<file path="src/hdl/assert_macros.svh">
// ---------------------------------------------------------------------------
// assert_macros.svh
// Assertion macros shared by the segment header encoder modules.
// ---------------------------------------------------------------------------
`ifndef ASSERT_MACROS_SVH
`define ASSERT_MACROS_SVH

// Checked on every clock edge outside reset.
`define SHE_ASSERT(label, prop, msg) \
    label: assert property (@(posedge i_clk) disable iff (!i_rst_n) (prop)) \
        else $error(msg);

// Checked on every clock edge, reset included.
`define SHE_ASSERT_ALWAYS(label, prop, msg) \
    label: assert property (@(posedge i_clk) (prop)) else $error(msg);

`endif

</file>
<file path="src/hdl/she_pkg.sv">
// ---------------------------------------------------------------------------
// she_pkg
// Types, constants and helpers of the segment header encoder.
// ---------------------------------------------------------------------------
package she_pkg;

    localparam logic [3:0] VERSION       = 4'd1;
    localparam logic       CHECKSUM_FLAG = 1'b1;

    localparam logic [7:0] LEN_PLAIN = 8'd8;
    localparam logic [7:0] LEN_SYN   = 8'd24;

    localparam logic [3:0] LAST_PLAIN = 4'd3;
    localparam logic [3:0] LAST_SYN   = 4'd11;

    localparam int CFG_IDX_W  = 4;
    localparam int CFG_DATA_W = 32;

    typedef enum logic [CFG_IDX_W-1:0] {
        REG_MAX_OUTSTANDING  = 4'd0,
        REG_MAX_SEGMENT_SIZE = 4'd1,
        REG_RETRANSMIT_TO    = 4'd2,
        REG_CUM_ACK_TO       = 4'd3,
        REG_IDLE_TO          = 4'd4,
        REG_RETRY_LIMITS     = 4'd5,
        REG_TIME_UNIT        = 4'd6,
        REG_CONNECTION_ID    = 4'd7
    } t_cfg_reg;

    typedef struct packed {
        logic [7:0]  max_outstanding;
        logic [15:0] max_segment_size;
        logic [15:0] retransmit_timeout;
        logic [15:0] cumulative_ack_timeout;
        logic [15:0] idle_timeout;
        logic [15:0] retry_limits;
        logic [7:0]  time_unit;
        logic [31:0] connection_id;
    } t_cfg;

    typedef struct packed {
        logic       syn_flag;
        logic       ack_flag;
        logic       reset_flag;
        logic       null_flag;
        logic       busy_flag;
        logic [7:0] seq_number;
        logic [7:0] ack_number;
    } t_seg;

    // finished header handed to the serializer
    typedef struct packed {
        logic        syn;
        logic [15:0] w0;
        logic [15:0] w1;
        logic [15:0] csum;
    } t_hdr;

    function automatic logic [15:0] she_word2(input t_cfg cfg);
        she_word2 = {VERSION, 1'b1, CHECKSUM_FLAG, 2'b00, cfg.max_outstanding};
    endfunction

endpackage

</file>
<file path="src/hdl/she_seg_if.sv">
// ---------------------------------------------------------------------------
// she_seg_if
// Segment request channel: valid/ready with the request fields.
// ---------------------------------------------------------------------------
interface she_seg_if;
    logic       valid;
    logic       ready;
    logic       syn_flag;
    logic       ack_flag;
    logic       reset_flag;
    logic       null_flag;
    logic       busy_flag;
    logic [7:0] seq_number;
    logic [7:0] ack_number;

    modport source (
        output valid, syn_flag, ack_flag, reset_flag, null_flag, busy_flag,
               seq_number, ack_number,
        input  ready
    );
    modport sink (
        input  valid, syn_flag, ack_flag, reset_flag, null_flag, busy_flag,
               seq_number, ack_number,
        output ready
    );
endinterface

</file>
<file path="src/hdl/she_hdr_if.sv">
// ---------------------------------------------------------------------------
// she_hdr_if
// Header word channel: valid/ready with one header word per transfer.
// ---------------------------------------------------------------------------
interface she_hdr_if;
    logic        valid;
    logic        ready;
    logic [15:0] header_word;
    logic [3:0]  word_index;
    logic        last_word;

    modport source (
        output valid, header_word, word_index, last_word,
        input  ready
    );
    modport sink (
        input  valid, header_word, word_index, last_word,
        output ready
    );
endinterface

</file>
<file path="src/hdl/she_hdr_pipe.sv">
// ---------------------------------------------------------------------------
// she_hdr_pipe
// Three-stage header build: word setup and partial sums, total, checksum.
// ---------------------------------------------------------------------------
`include "assert_macros.svh"

module she_hdr_pipe (
    input  logic            i_clk,
    input  logic            i_rst_n,
    input  logic            i_valid,
    output logic            o_ready,
    input  she_pkg::t_seg   i_seg,
    input  she_pkg::t_cfg   i_cfg,
    output logic            o_valid,
    input  logic            i_ready,
    output she_pkg::t_hdr   o_hdr
);

    typedef struct packed {
        logic        syn;
        logic [15:0] w0;
        logic [15:0] w1;
        logic [17:0] sa;
        logic [17:0] sb;
        logic [17:0] sc;
    } t_s1;

    typedef struct packed {
        logic        syn;
        logic [15:0] w0;
        logic [15:0] w1;
        logic [19:0] tot;
    } t_s2;

    logic          r_v1, r_v2, r_v3;
    t_s1           r_s1, n_s1;
    t_s2           r_s2, n_s2;
    she_pkg::t_hdr r_s3, n_s3;
    logic          rdy1, rdy2, rdy3;
    logic [16:0]   fold1;
    logic [15:0]   fold2;

    assign rdy3    = !r_v3 || i_ready;
    assign rdy2    = !r_v2 || rdy3;
    assign rdy1    = !r_v1 || rdy2;
    assign o_ready = rdy1;

    always_comb begin
        n_s1.syn = i_seg.syn_flag;
        n_s1.w0  = {i_seg.syn_flag, i_seg.ack_flag, 1'b0, i_seg.reset_flag,
                    i_seg.null_flag, 2'b00, i_seg.busy_flag,
                    i_seg.syn_flag ? she_pkg::LEN_SYN : she_pkg::LEN_PLAIN};
        n_s1.w1  = {i_seg.seq_number, i_seg.ack_number};
        n_s1.sa  = {2'b00, n_s1.w0} + {2'b00, n_s1.w1}
                 + (i_seg.syn_flag ? {2'b00, she_pkg::she_word2(i_cfg)} : 18'd0);
        if (i_seg.syn_flag) begin
            n_s1.sb = {2'b00, i_cfg.max_segment_size} + {2'b00, i_cfg.retransmit_timeout}
                    + {2'b00, i_cfg.cumulative_ack_timeout} + {2'b00, i_cfg.idle_timeout};
            n_s1.sc = {2'b00, i_cfg.retry_limits} + {10'd0, i_cfg.time_unit}
                    + {2'b00, i_cfg.connection_id[31:16]}
                    + {2'b00, i_cfg.connection_id[15:0]};
        end else begin
            n_s1.sb = '0;
            n_s1.sc = '0;
        end
    end

    always_comb begin
        n_s2.syn = r_s1.syn;
        n_s2.w0  = r_s1.w0;
        n_s2.w1  = r_s1.w1;
        n_s2.tot = {2'b00, r_s1.sa} + {2'b00, r_s1.sb} + {2'b00, r_s1.sc};
    end

    // end-around carry: two folds suffice for a 20-bit total
    always_comb begin
        fold1     = {1'b0, r_s2.tot[15:0]} + {13'd0, r_s2.tot[19:16]};
        fold2     = fold1[15:0] + {15'd0, fold1[16]};
        n_s3.syn  = r_s2.syn;
        n_s3.w0   = r_s2.w0;
        n_s3.w1   = r_s2.w1;
        n_s3.csum = ~fold2;
    end

    always_ff @(posedge i_clk) begin
        if (!i_rst_n) begin
            r_v1 <= 1'b0;
            r_v2 <= 1'b0;
            r_v3 <= 1'b0;
        end else begin
            if (rdy1) r_v1 <= i_valid;
            if (rdy2) r_v2 <= r_v1;
            if (rdy3) r_v3 <= r_v2;
        end
    end

    always_ff @(posedge i_clk) begin
        if (rdy1) r_s1 <= n_s1;
        if (rdy2) r_s2 <= n_s2;
        if (rdy3) r_s3 <= n_s3;
    end

    assign o_valid = r_v3;
    assign o_hdr   = r_s3;

    `SHE_ASSERT(a_s3_hold, (r_v3 && !i_ready) |=> (r_v3 && $stable(r_s3)),
        "stalled header changed")
    `SHE_ASSERT(a_s2_hold, (r_v2 && !rdy2) |=> (r_v2 && $stable(r_s2)),
        "stalled stage two lost its word")

endmodule

</file>
<file path="src/hdl/segment_header_encoder_core.sv">
// ---------------------------------------------------------------------------
// segment_header_encoder_core
// Builds reliable-link segment headers and sends them out as 16-bit words.
// ---------------------------------------------------------------------------
// Usage:
//   i_seg takes one segment request per transfer (valid/ready). o_hdr returns
//   the header as 16-bit words with word index and a last marker: 4 words
//   for a plain header, 12 for SYN; the last word is the checksum.
//   Registers are written through i_cfg_we/i_cfg_idx/i_cfg_data while the
//   block is idle; indexes beyond 7 are ignored.
// Path: a taken request has its word setup and partial sums registered in
//   stage one; the total, the carry fold and the serializer load are then
//   registered in turn before the first word of its header is valid.
// Throughput: the serializer sends one word per cycle while o_hdr.ready is
//   high; back-to-back requests stream with no gap between headers, and up
//   to three requests queue in the build stages.
// Reset: i_rst_n (synchronous) empties the stages and the serializer and
//   loads the register defaults.
// Stall: while o_hdr.ready is low the current word holds and the build
//   stages fill, then i_seg.ready drops; nothing is lost or repeated.
// ---------------------------------------------------------------------------
`include "assert_macros.svh"

module segment_header_encoder_core (
    input  logic                            i_clk,
    input  logic                            i_rst_n,
    she_seg_if.sink                         i_seg,
    she_hdr_if.source                       o_hdr,
    input  logic                            i_cfg_we,
    input  logic [she_pkg::CFG_IDX_W-1:0]   i_cfg_idx,
    input  logic [she_pkg::CFG_DATA_W-1:0]  i_cfg_data
);

    she_pkg::t_cfg r_cfg;
    she_pkg::t_seg seg;
    she_pkg::t_hdr pipe_hdr;
    she_pkg::t_hdr r_hdr;
    logic          pipe_valid;
    logic          pipe_ready;
    logic          r_busy;
    logic [3:0]    r_idx;
    logic          last;
    logic [15:0]   word;

    // configuration registers
    always_ff @(posedge i_clk) begin
        if (!i_rst_n) begin
            r_cfg.max_outstanding        <= 8'd8;
            r_cfg.max_segment_size       <= 16'd1024;
            r_cfg.retransmit_timeout     <= 16'd10;
            r_cfg.cumulative_ack_timeout <= 16'd100;
            r_cfg.idle_timeout           <= 16'd100;
            r_cfg.retry_limits           <= 16'd4097;
            r_cfg.time_unit              <= 8'd3;
            r_cfg.connection_id          <= 32'd0;
        end else if (i_cfg_we) begin
            unique case (i_cfg_idx)
                she_pkg::REG_MAX_OUTSTANDING:  r_cfg.max_outstanding <= i_cfg_data[7:0];
                she_pkg::REG_MAX_SEGMENT_SIZE: r_cfg.max_segment_size <= i_cfg_data[15:0];
                she_pkg::REG_RETRANSMIT_TO:    r_cfg.retransmit_timeout <= i_cfg_data[15:0];
                she_pkg::REG_CUM_ACK_TO:       r_cfg.cumulative_ack_timeout <= i_cfg_data[15:0];
                she_pkg::REG_IDLE_TO:          r_cfg.idle_timeout <= i_cfg_data[15:0];
                she_pkg::REG_RETRY_LIMITS:     r_cfg.retry_limits <= i_cfg_data[15:0];
                she_pkg::REG_TIME_UNIT:        r_cfg.time_unit <= i_cfg_data[7:0];
                she_pkg::REG_CONNECTION_ID:    r_cfg.connection_id <= i_cfg_data[31:0];
                default: begin
                end
            endcase
        end
    end

    assign seg = {i_seg.syn_flag, i_seg.ack_flag, i_seg.reset_flag, i_seg.null_flag,
                  i_seg.busy_flag, i_seg.seq_number, i_seg.ack_number};

    she_hdr_pipe u_pipe (
        .i_clk   (i_clk),
        .i_rst_n (i_rst_n),
        .i_valid (i_seg.valid),
        .o_ready (i_seg.ready),
        .i_seg   (seg),
        .i_cfg   (r_cfg),
        .o_valid (pipe_valid),
        .i_ready (pipe_ready),
        .o_hdr   (pipe_hdr)
    );

    // word serializer
    assign last       = (r_idx == (r_hdr.syn ? she_pkg::LAST_SYN : she_pkg::LAST_PLAIN));
    assign pipe_ready = !r_busy || (o_hdr.ready && last);

    always_ff @(posedge i_clk) begin
        if (!i_rst_n) begin
            r_busy <= 1'b0;
            r_idx  <= 4'd0;
        end else if (pipe_ready) begin
            r_busy <= pipe_valid;
            r_idx  <= 4'd0;
        end else if (o_hdr.ready) begin
            r_idx  <= r_idx + 4'd1;
        end
    end

    always_ff @(posedge i_clk) begin
        if (pipe_ready && pipe_valid) r_hdr <= pipe_hdr;
    end

    always_comb begin
        if (last) begin
            word = r_hdr.csum;
        end else begin
            unique case (r_idx)
                4'd0:    word = r_hdr.w0;
                4'd1:    word = r_hdr.w1;
                4'd2:    word = r_hdr.syn ? she_pkg::she_word2(r_cfg) : 16'd0;
                4'd3:    word = r_cfg.max_segment_size;
                4'd4:    word = r_cfg.retransmit_timeout;
                4'd5:    word = r_cfg.cumulative_ack_timeout;
                4'd6:    word = r_cfg.idle_timeout;
                4'd7:    word = r_cfg.retry_limits;
                4'd8:    word = {8'd0, r_cfg.time_unit};
                4'd9:    word = r_cfg.connection_id[31:16];
                4'd10:   word = r_cfg.connection_id[15:0];
                default: word = 16'd0;
            endcase
        end
    end

    assign o_hdr.valid       = r_busy;
    assign o_hdr.header_word = word;
    assign o_hdr.word_index  = r_idx;
    assign o_hdr.last_word   = last;

    `SHE_ASSERT(a_idx_range, r_busy |-> (r_idx <= she_pkg::LAST_SYN),
        "word index past end of header")
    `SHE_ASSERT(a_idx_step, (r_busy && o_hdr.ready && !last) |=>
        (r_busy && r_idx == $past(r_idx) + 4'd1), "word index skipped")
    `SHE_ASSERT(a_new_hdr, (r_busy && o_hdr.ready && last) |=> (r_idx == 4'd0),
        "header did not restart at word zero")
    `SHE_ASSERT_ALWAYS(a_idle_idx, !r_busy |-> (r_idx == 4'd0),
        "idle serializer holds a nonzero index")

endmodule

</file>
<file path="src/flat_wrapper.sv">
// flat-port wrapper written by rule: the top's interface ports become plain ports
module segment_header_encoder_core_flat 
  (i_clk, i_rst_n, i_cfg_we, i_cfg_idx, i_cfg_data, i_seg_valid, i_seg_syn_flag, i_seg_ack_flag, i_seg_reset_flag, i_seg_null_flag, i_seg_busy_flag, i_seg_seq_number, i_seg_ack_number, i_seg_ready, o_hdr_valid, o_hdr_header_word, o_hdr_word_index, o_hdr_last_word, o_hdr_ready);
  she_seg_if i_seg_i ();
  she_hdr_if o_hdr_i ();
  input  logic i_clk;
  input  logic i_rst_n;
  input  logic i_cfg_we;
  input  logic [she_pkg::CFG_IDX_W-1:0] i_cfg_idx;
  input  logic [she_pkg::CFG_DATA_W-1:0] i_cfg_data;
  input wire logic [$bits(i_seg_i.valid)-1:0] i_seg_valid;
  input wire logic [$bits(i_seg_i.syn_flag)-1:0] i_seg_syn_flag;
  input wire logic [$bits(i_seg_i.ack_flag)-1:0] i_seg_ack_flag;
  input wire logic [$bits(i_seg_i.reset_flag)-1:0] i_seg_reset_flag;
  input wire logic [$bits(i_seg_i.null_flag)-1:0] i_seg_null_flag;
  input wire logic [$bits(i_seg_i.busy_flag)-1:0] i_seg_busy_flag;
  input wire logic [$bits(i_seg_i.seq_number)-1:0] i_seg_seq_number;
  input wire logic [$bits(i_seg_i.ack_number)-1:0] i_seg_ack_number;
  output wire logic [$bits(i_seg_i.ready)-1:0] i_seg_ready;
  output wire logic [$bits(o_hdr_i.valid)-1:0] o_hdr_valid;
  output wire logic [$bits(o_hdr_i.header_word)-1:0] o_hdr_header_word;
  output wire logic [$bits(o_hdr_i.word_index)-1:0] o_hdr_word_index;
  output wire logic [$bits(o_hdr_i.last_word)-1:0] o_hdr_last_word;
  input wire logic [$bits(o_hdr_i.ready)-1:0] o_hdr_ready;
  assign i_seg_i.valid = i_seg_valid;
  assign i_seg_i.syn_flag = i_seg_syn_flag;
  assign i_seg_i.ack_flag = i_seg_ack_flag;
  assign i_seg_i.reset_flag = i_seg_reset_flag;
  assign i_seg_i.null_flag = i_seg_null_flag;
  assign i_seg_i.busy_flag = i_seg_busy_flag;
  assign i_seg_i.seq_number = i_seg_seq_number;
  assign i_seg_i.ack_number = i_seg_ack_number;
  assign i_seg_ready = i_seg_i.ready;
  assign o_hdr_valid = o_hdr_i.valid;
  assign o_hdr_header_word = o_hdr_i.header_word;
  assign o_hdr_word_index = o_hdr_i.word_index;
  assign o_hdr_last_word = o_hdr_i.last_word;
  assign o_hdr_i.ready = o_hdr_ready;
  segment_header_encoder_core u_core (.i_clk(i_clk), .i_rst_n(i_rst_n), .i_seg(i_seg_i), .o_hdr(o_hdr_i), .i_cfg_we(i_cfg_we), .i_cfg_idx(i_cfg_idx), .i_cfg_data(i_cfg_data));
endmodule
</file>
<file path="config.mk">
export PLATFORM = sky130hd
export DESIGN_NAME = segment_header_encoder_core_flat
export DESIGN_NICKNAME = d
export VERILOG_FILES = /design/src/hdl/she_pkg.sv /design/src/hdl/she_seg_if.sv /design/src/hdl/she_hdr_if.sv /design/src/hdl/she_hdr_pipe.sv /design/src/hdl/segment_header_encoder_core.sv /design/src/flat_wrapper.sv
export VERILOG_INCLUDE_DIRS = /design/src /design/src/hdl
export SDC_FILE = /design/constraint.sdc
export NUM_CORES = 1
export LEC_CHECK = 0
export BUFFER_PORTS_ARGS = -buffer_cell sky130_fd_sc_hd__buf_2
export CAP_MARGIN = 20
export CORE_MARGIN = 3
export CORE_UTILIZATION = 29
export DETAILED_ROUTE_END_ITERATION = 6
export GPL_TIMING_DRIVEN = 1
export SLEW_MARGIN = 20
export SYNTH_ARGS = -nofsm -noshare
export SYNTH_HDL_FRONTEND = slang
export SYNTH_HIERARCHICAL = 1
export SYNTH_SLANG_ARGS = --single-unit
</file>
<file path="constraint.sdc">
create_clock -name i_clk -period 6.2 [get_ports i_clk]
set_input_delay 1.55 -clock i_clk [delete_from_list [all_inputs] [get_ports i_clk]]
set_output_delay 1.55 -clock i_clk [all_outputs]
set_load 0.02 [all_outputs]
</file>
==> results of run 1 <==
==> layout make-up <==
class / count / area, um2
Fill cell: 6432 / 42200
Multi-Input combinational cell: 1271 / 9300
Sequential cell: 338 / 8790
Clock buffer: 51 / 1100
Tap cell: 846 / 1060
Timing Repair Buffer: 108 / 616
Clock inverter: 21 / 225
Inverter: 54 / 203
Antenna cell: 1 / 2.50
==> per-layer routing <==
metal,global-route usage,part of all wire,vias up
met4,0.0760,0.048,2
met3,0.0277,0.074,116
met5,0,0.00022,-
li1,-,-,6401
met1,0.235,0.43,6914
met2,0.276,0.45,631
==> worst max-delay path, cell delays in order (launching register included) <==
cell and delay, ns:
dfxtp_1 0.45, ha_1 0.68, buf_4 0.29, a22oi_1 0.08, a311oi_1 0.49, nor4_1 0.14, nor3_1 0.62, buf_2 0.29
==> placed cells by master, fill, tap and decap left out, types with 22 or more instances in the layout <==
master / synthesis / layout
nand2_1: 287 / 286
edfxtp_1: 202 / 202
dfxtp_1: 136 / 135
a21boi_0: 115 / 115
ha_1: 108 / 108
nor2_1: 85 / 84
buf_2: 37 / 83
fa_1: 66 / 66
a21oi_1: 61 / 61
inv_1: 53 / 53
o21ai_0: 50 / 50
xnor2_1: 46 / 46
clkbuf_16: 0 / 41
nand3_1: 39 / 38
a22oi_1: 30 / 30
xor2_1: 27 / 27
nor2b_1: 27 / 26
buf_4: 24 / 24
nor3_1: 24 / 24
nand2b_1: 23 / 23
mux2i_1: 22 / 22
==> power breakdown <==
part	switching (mW)	leakage (nW)	internal (mW)
Sequential	0.150	3.22	2.62
Clock	0.967	0.639	1.39
Combinational	0.497	4.37	0.331
Total	1.61	8.23	4.34
==> logic make-up (layout without fill, tap and decap cells) <==
family | after synthesis | count (layout) | synth area share
flops | 338 | 338 | 0.468
buf+inv | 159 | 234 | 0.0404
fa+ha+maj | 174 | 174 | 0.142
other cells | 2 | 11 | 0.000400
mux | 29 | 29 | 0.0163
xor+xnor | 74 | 74 | 0.0349
compound gates | 419 | 419 | 0.159
simple gates | 565 | 565 | 0.139
==> worst max path at each step <==
stage                                  endpoint  slack [ns]  cells past startpoint
2_1_floorplan                       i_seg_ready        0.70                      4
3_3_place_gp   u_core/u_pipe/r_s1[52]$_DFFE_PP_        1.58                     11
3_5_place_dp   u_core/u_pipe/r_s1[52]$_DFFE_PP_        1.59                     11
4_1_cts                    o_hdr_header_word[5]        1.11                      7
5_1_grt                   o_hdr_header_word[13]        0.89                      8
6_report                   o_hdr_header_word[5]        1.04                      7
==> registers in the layout, summed over array words and instances, names as in the netlist <==
name / cells
u_core/u_pipe/o_hdr: 37
u_core/u_pipe/n_s2: 21
u_core/u_pipe/o_valid: 1
u_core/r_cfg: 128
u_core/u_pipe/r_s1: 54
u_core/u_pipe/r_v1: 1
u_core/o_hdr.word_index: 4
u_core/o_hdr.valid: 1
u_core/u_pipe/r_s2: 20
u_core/u_pipe/r_v2: 1
u_core/u_pipe/n_s3: 21
u_core/r_hdr: 49
==> stage by stage <==
| stage | worst slack, ns | instances | utilization |
|---|---|---|---|
| after global routing | 0.893 | 2689 | 0.335 |
| after CTS | 1.11 | 2688 | 0.335 |
| final | 1.04 | 2690 | 0.335 |
| after detailed placement | 1.59 | 2616 | 0.314 |
| after global placement | 1.58 | 2616 | 0.314 |
| after floorplan | 0.701 | 1768 | - |
==> summary.txt, run 1 <==
Outcome
  – Status: complete, no violations

Clocking
  – Deepest clock path buffer count: 3
  – Clock sink total: ~340
  – Worst skew pair latency: between 0.5 and 0.6 ns
  – H-Tree Depth: 2
  – CTS tree: done
  – CTS root buffer: clkbuf_16
  – Post-CTS sizing: 0
  – Reg clk slew, reported paths: around 0.060 ns
  – CTS buffer count: 39
  – Post-CTS setup buffer count: 0
  – Post-cts hold buffer count: 0

Floorplanning
  – Starting density of the core: 0.296
  – Row count: 92
  – Core ar.: about 64000 um2
  – Die H: roughly 260 um
  – DIE WIDTH: 260 um
  – Die area: 67800 um2
  – # IOs: 85

Synthesis
  – Synth cell types: 85
  – Cell Area, Synth: 18800 um2
  – Number of synthesized flops with an enable pin: about 200
  – Commonest cells post-synth: 287 x nand2_1, 202 x edfxtp_1, 136 x dfxtp_1
  – Yosys warning count: 6
  – Flops & latches, synth: around 340
  – Most common cell in the netlist: nand2_1
  – Synth top area cells: edfxtp_1 32%, dfxtp_1 14%, ha_1 7.2%
  – Avg Synthesized Cell Area: around 11 um2
  – Post-synth top area cell: edfxtp_1
  – Post-synth top area share: 0.323
  – Synth Instances: around 1800
  – Ys flop type: edfxtp_1
  – Async S/R FF share, synth: 0
  – Post-synthesis sequential area ratio: 0.468

Timing
  – Worst Clk Skew: 0.0226 ns
  – Final hold viol count: 0
  – RSZ-0062 raised after global routing: false
  – WHS: 0.414 ns
  – Slew Limit Fails: 0
  – Final setup TNS: 0 ns
  – Final Critical Period: around 5.2 ns
  – FMAX: between 150 and 200 MHz
  – Final worst-path cycle share: 0.832
  – Slew HR: 0.358
  – Actual slew at the worst max-slew pin: roughly 0.96 ns
  – Setup violations, final: 0

Worst setup path
  – CP startpoint: u_core/o_hdr.word_index[0]$_SDFFE_PP0P_
  – Arrival time worst endpoint: approximately 3.6 ns
  – CP Capture Type: output port
  – Startpoint Class: register
  – Reg2reg setup slack: 1.56 ns
  – Max FO, Critical Path: 14
  – CP Data Required Time: around 4.7 ns
  – Length in cells of the worst reg-to-reg path: 18
  – RR Startpoint: u_core/r_cfg[88]$_SDFFE_PN0P_
  – CP Class: reg -> out
  – Reg2reg end: u_core/u_pipe/r_s1[33]$_SDFFCE_PN0P_

Global route
  – Largest net degree at the start of global routing: 75
  – First-pass GRT wire length: around 88000 um
  – Overflow after GRT: 0
  – Number of global-route vias before repair: 13600
  – Initial antenna violation count: 2
  – GR Util All Layers: 0.174

Final layout
  – Post-route cell area: 21300 um2
  – Final layout net count: 2048
  – Synthesis-to-layout area growth: 13.4%
  – Layout cells sized above 1: 0.112

Power and ir drop
  – Power, Total: between 5 and 6 mW
  – Static leakage: 8.23 nW
  – Power per cell area: approximately 280 nW/um2
  – VDD IR max: between 0.00015 and 0.0002 V

Route
  – DR pass1 iterations: 7
  – DRC: 0
  – Drt via density: 5.23
  – Antenna Nets Post-Route: 0
  – First DRT Iteration DRCs: about 1500
  – Post-Route WL: 59700 um
  – Wirelength per Cell: 22.2 um
  – Via count: approximately 14000

Hold path
  – Hold Path Sink: u_core/r_hdr[20]$_DFFE_PP_
  – Hold WC Path Type: reg -> reg
  – HP Start: u_core/u_pipe/o_hdr[20]$_DFFE_PP_
  – Hold depth: 0

Place
  – Detailed placement HPWL: ~45000 um
  – IO Port Bufs: 84
  – Placer Congestion: between 0.9 and 1
  – Dpl cell area: between 15000 and 20000 um2

Job
  – Number of max-cap violations: 0
Note: power is estimated with default switching activity, not from simulation.
==> run 2, diff against run 1 <==
==> constraint.sdc (replaced) <==
create_clock -name i_clk -period 5 [get_ports i_clk]
set_input_delay 1.25 -clock i_clk [delete_from_list [all_inputs] [get_ports i_clk]]
set_output_delay 1.25 -clock i_clk [all_outputs]
set_load 0.02 [all_outputs]
==> run 2 against run 1 <==
Compared with the run above: combinational power rose by 23%; via count is essentially flat; worst hold slack worse by 0.0023 ns; first-iteration DRC count fell by 3.1%; global-route usage is 0.19 points higher; utilization is 0.061 points higher; largest power group unchanged.
==> summary.txt, run 2 (synthesis results as in run 1) <==
Outcome
  – Status: complete, no violations

Power and ir drop
  – Static leakage: a little over 8 nW
  – Power per cell area: around 340 nW/um2
  – VDD IR max: 0.000206 V
  – Power, Total: roughly 7.3 mW

Place
  – Placer Congestion: between 0.9 and 1
  – Detailed placement HPWL: 45200 um
  – Dpl cell area: approximately 20000 um2
  – IO Port Bufs: 84
  – Setup Slack @ Placement: ~0.39 ns

Timing
  – Final Critical Period: roughly 4.9 ns
  – Worst Clk Skew: 0.0126 ns
  – RSZ-0062 raised after global routing: false
  – FMAX: between 200 and 250 MHz
  – Final worst-path cycle share: 0.976
  – Slew Limit Fails: 0
  – Final WS setup: 0.121 ns
  – Final setup TNS: 0 ns
  – Actual slew at the worst max-slew pin: approximately 1 ns
  – Slew HR: 0.322
  – Setup violations, final: 0
  – Final hold viol count: 0

Final layout
  – Synthesis-to-layout area growth: 13.6%
  – Post-route cell area: 21300 um2
  – Layout cells sized above 1: 0.114
  – Most common cell after layout, fill and taps aside: nand2_1
  – Max reg flops: between 100 and 150
  – Final layout net count: 2059
  – Largest reg by FF count: u_core/r_cfg
  – Largest registers: u_core/r_cfg (128), u_core/u_pipe/r_s1 (54), u_core/r_hdr (49)
  – Most frequent cells in the layout: 286 x nand2_1, 202 x edfxtp_1, 135 x dfxtp_1

Floorplanning
  – Die area: between 60000 and 70000 um2
  – Core ar.: 63500 um2
  – # IOs: 85
  – Row count: 92
  – Die H: between 200 and 300 um
  – DIE WIDTH: roughly 260 um
  – Starting density of the core: 0.296

Worst setup path
  – CP Data Required Time: around 3.8 ns
  – CP Class: reg -> out
  – Max FO, Critical Path: 15
  – CP Capture Type: output port
  – Arrival time worst endpoint: ~3.6 ns
  – Startpoint Class: register

Clocking
  – Post-CTS setup buffer count: 0
  – Deepest clock path buffer count: 3
  – H-Tree Depth: 2
  – Reg clk slew, reported paths: roughly 0.060 ns
  – Worst skew pair latency: between 0.5 and 0.6 ns
  – CTS buffer count: 39
  – CTS tree: done
  – Post-CTS sizing: 0
  – Clock sink total: around 340
  – CTS root buffer: clkbuf_16
  – Post-cts hold buffer count: 0

Route
  – Wirelength per Cell: roughly 22 um
  – Drt via density: roughly 5.2
  – First DRT Iteration DRCs: 1466
  – DR pass1 iterations: 5
  – Antenna Nets Post-Route: 0
  – DRC: 0
  – Via count: 14100
  – Post-Route WL: roughly 60000 um

Global route
  – GR Util All Layers: 0.176
  – Largest net degree at the start of global routing: between 80 and 90
  – Number of global-route vias before repair: roughly 14000
  – Overflow after GRT: 0
  – First-pass GRT wire length: 89200 um
  – Initial antenna violation count: 4

Hold path
  – Hold WC Path Type: reg -> reg

Job
  – Number of max-cap violations: 0
## run 2: power by group
| part | internal [mW] | switching, mW |
|---|---|---|
| sequential | 3.25 | 0.188 |
| combinational | 0.415 | 0.606 |
| clock | 1.68 | 1.19 |
| total | 5.34 | 1.98 |
## run 2: cell type report
type	instances	area (um2)
Clock buffer	52	1080
Antenna cell	1	2.50
Sequential cell	338	8790
Timing Repair Buffer	119	698
Inverter	54	203
Tap cell	846	1060
Fill cell	6392	42200
Multi-Input combinational cell	1271	9300
Clock inverter	19	201
## run 2: per-stage QoR
stage	util	hold slack, ns	std cells
after detailed placement	0.315	0.405	2628
after global routing	0.336	0.421	2699
after global placement	0.315	0.402	2628
after floorplan	-	0.400	1768
final	0.336	0.412	2700
after CTS	0.336	0.413	2699
## run 2: worst max-delay path, cell delays in order (launching register included)
cell and delay (ns):
dfxtp_1 0.38, inv_1 0.11, ha_1 0.83, nor4_1 0.12, o21ai_0 0.26, o41ai_2 0.19
buf_4 0.26, a211oi_1 0.63, buf_2 0.29
## run 2: routing by layer
layer  global-route usage  routed length [um]
met2                0.282               27200
met3               0.0319                4640
met5                    0                  34
met1                0.233               25300
met4               0.0753                2790
## run 2: final timing paths
path	from	depth (start not counted)	slack (ns)	endpoint
worst max-delay path	u_core/o_hdr.word_index[0]$_SDFFE_PP0P_	8	0.12	o_hdr_header_word[14]
worst min-delay path	u_core/u_pipe/o_hdr[7]$_DFFE_PP_	0	0.41	u_core/r_hdr[7]$_DFFE_PP_
worst max register to register	u_core/r_cfg[104]$_SDFFE_PN0P_	18	0.36	u_core/u_pipe/r_s1[35]$_SDFFCE_PN0P_
worst min register to register	u_core/u_pipe/o_hdr[7]$_DFFE_PP_	0	0.41	u_core/r_hdr[7]$_DFFE_PP_
==> run 3, diff against run 2 <==
--- a/config.mk
+++ b/config.mk
@@ -11,6 +11,7 @@
 export CORE_MARGIN = 3
 export CORE_UTILIZATION = 29
 export DETAILED_ROUTE_END_ITERATION = 6
+export GPL_ROUTABILITY_DRIVEN = 1
 export GPL_TIMING_DRIVEN = 1
 export SLEW_MARGIN = 20
 export SYNTH_ARGS = -nofsm -noshare
==> constraint.sdc (replaced) <==
create_clock -name i_clk -period 4.6 [get_ports i_clk]
set_input_delay 1.15 -clock i_clk [delete_from_list [all_inputs] [get_ports i_clk]]
set_output_delay 1.15 -clock i_clk [all_outputs]
set_load 0.02 [all_outputs]
==> run 3 against run 2 <==
Compared with the run above: the flow now finishes with violations (design-rule violations); total power increased by 10%; sequential cell count is the same; critical path depth shrank 1; sequential power grew 8.7%; worst setup slack worse by 0.018 ns; utilization up 0.34 points; first-iteration DRC count is 5.3% higher; via count rose by 1.6%; global-route usage fell by 0.15 points; clock power rose by 12%; critical endpoint is now o_hdr_header_word[8]; largest cell class unchanged; largest power group unchanged.
==> summary.txt, run 3 (synthesis results as in run 1) <==
Outcome
  – Status: complete, but fails checks
  – Failing checks: design-rule violations

Final layout
  – Synthesis-to-layout area growth: 14.7%
  – Final Non-Filler Cells: about 2700
  – Layout cells sized above 1: 0.128
  – Final layout net count: 2068
  – Largest reg by FF count: u_core/r_cfg
  – Most common cell after layout, fill and taps aside: nand2_1
  – Utilization after layout: 0.339
  – Largest registers: u_core/r_cfg (128), u_core/u_pipe/r_s1 (54), u_core/r_hdr (49)
  – Max reg flops: approximately 130
  – Most frequent cells in the layout: 286 x nand2_1, 202 x edfxtp_1, 134 x dfxtp_1

Worst setup path
  – Arrival time worst endpoint: 3.35 ns
  – CP startpoint: u_core/o_hdr.word_index[0]$_SDFFE_PP0P_
  – CP Class: reg -> out
  – RR Startpoint: u_core/r_cfg[88]$_SDFFE_PN0P_
  – CP Capture Type: output port
  – Length in cells of the worst reg-to-reg path: 18
  – Reg2reg setup slack: about 0.22 ns
  – Max FO, Critical Path: 14
  – CP Data Required Time: about 3.5 ns
  – Reg2reg end: u_core/u_pipe/r_s1[33]$_SDFFCE_PN0P_
  – Startpoint Class: register

Floorplanning
  – Row count: 92
  – Die area: just under 70000 um2
  – # IOs: 85
  – Starting density of the core: 0.296
  – DIE WIDTH: 260 um
  – Die H: roughly 260 um
  – Core ar.: roughly 64000 um2

Route
  – Via count: approximately 14000
  – DR pass1 iterations: 7
  – First DRT Iteration DRCs: 1544
  – Drt via density: 5.27
  – Antenna Nets Post-Route: 0
  – Post-Route WL: approximately 60000 um
  – Wirelength per Cell: 22.1 um
  – DRC: 1

Clocking
  – H-Tree Depth: 2
  – Clock sink total: 338
  – Post-cts hold buffer count: 0
  – Reg clk slew, reported paths: around 0.060 ns
  – CTS buffer count: 39
  – Deepest clock path buffer count: 3
  – CTS tree: done
  – CTS root buffer: clkbuf_16
  – Worst skew pair latency: approximately 0.57 ns

Timing
  – Final setup TNS: 0 ns
  – Final hold viol count: 0
  – RSZ-0062 raised after global routing: false
  – Slew HR: 0.328
  – FMAX: between 200 and 250 MHz
  – Final worst-path cycle share: 0.977
  – WHS: 0.413 ns
  – Final Critical Period: 4.50 ns
  – Actual slew at the worst max-slew pin: 1.01 ns
  – Worst Clk Skew: 0.0127 ns
  – Slew Limit Fails: 0
  – Setup violations, final: 0

Hold path
  – Hold Path Sink: u_core/u_pipe/o_hdr[40]$_DFFE_PP_
  – HP Start: u_core/u_pipe/n_s3[40]$_DFFE_PP_
  – Hold depth: 0
  – Hold WC Path Type: reg -> reg

Power and ir drop
  – Internal: ~5.9 mW
  – Clock share of power: 0.398
  – Sw Share: 0.272
  – Power per cell area: about 370 nW/um2
  – VDD IR max: 0.000231 V
  – Combinational share of power: 0.140
  – Flop pwr share: 0.462
  – Static leakage: around 8.4 nW
  – Sw Pwr: approximately 2.2 mW

Global route
  – Overflow after GRT: 0
  – Largest net degree at the start of global routing: 120
  – GR Util All Layers: 0.175
  – First-pass GRT wire length: around 88000 um
  – Number of global-route vias before repair: between 10000 and 15000
  – Initial antenna violation count: 4

Place
  – Placer Congestion: around 1.0
  – IO Port Bufs: 84
  – Detailed placement HPWL: approximately 45000 um
  – Dpl cells: 2637

Job
  – Number of max-cap violations: 0
==> run 3: changes by cell type in the layout (fill, tap and decap cells not counted), moves of 2 or more <==
cell	before	now
buf_4	35	42
clkbuf_1	9	4
clkbuf_8	3	9
clkinv_2	5	7
clkinv_4	4	1
ha_1	107	102
ha_2	1	4
ha_4	0	2
==> run 3: final cells by class <==
class	instances	area, um2
fillers	6385	42000
multi-input cells	1271	9370
flip-flops and latches	338	8790
clock buffers	52	1110
well taps	846	1060
repair buffers	128	782
clock inverters	20	226
inverters	54	203
diodes	1	2.50
==> run 3: worst max path at each step <==
stage                                                 endpoint  slack, ns
after floorplan           u_core/u_pipe/r_s1[35]$_SDFFCE_PN0P_       0.42
after global placement    u_core/u_pipe/r_s1[35]$_SDFFCE_PN0P_       0.21
after detailed placement  u_core/u_pipe/r_s1[35]$_SDFFCE_PN0P_        0.1
after CTS                                 o_hdr_header_word[8]       0.05
after global routing      u_core/u_pipe/r_s1[33]$_SDFFCE_PN0P_      0.009
final                                     o_hdr_header_word[8]       0.10
==> run 3: power groups by stage <==
stage          Sequential (mW)  Combinational (mW)  Clock [mW]
4_1_cts                   3.73                1.11        3.29
3_3_place_gp              3.78                1.07           0
3_5_place_dp              3.79                1.10           0
2_1_floorplan             3.67               0.814           0
5_1_grt                   3.75                1.24        3.40
6_report                  3.73                1.13        3.21
==> run 3: stage by stage <==
stage	setup slack, ns	total power [mW]	instance area (um2)
4_1_cts	0.0518	8.13	21500
5_1_grt	0.00852	8.39	21500
2_1_floorplan	0.418	4.49	18800
6_report	0.104	8.07	21500
3_5_place_dp	0.0952	4.89	20100
3_3_place_gp	0.206	4.86	20100
==> run 3: timing repair <==
item	CTS	global route
buffers inserted	0	0
pin swaps	0	6
endpoints found under the hold margin	0	0
setup endpoints to repair	2	8
gates resized for setup	1	13
==> run 3: routing by layer <==
| layer | global-route usage | wire length (um) | part of all wire | vias to the layer above |
|---|---|---|---|---|
| met5 | 0 | 34 | 0.00057 | - |
| met1 | 0.235 | 25400 | 0.42 | 7041 |
| met3 | 0.0298 | 4440 | 0.074 | 141 |
| li1 | - | - | - | 6434 |
| met2 | 0.272 | 26700 | 0.45 | 656 |
| met4 | 0.0844 | 3330 | 0.055 | 6 |
==> run 3: critical path, stage by stage (launching register included) <==
cell and delay (ns):
dfxtp_1 0.46, ha_2 0.49, buf_4 0.29, nand2_1 0.08, a311oi_1 0.63, a221oi_1 0.12
a21oi_1 0.44, buf_2 0.26
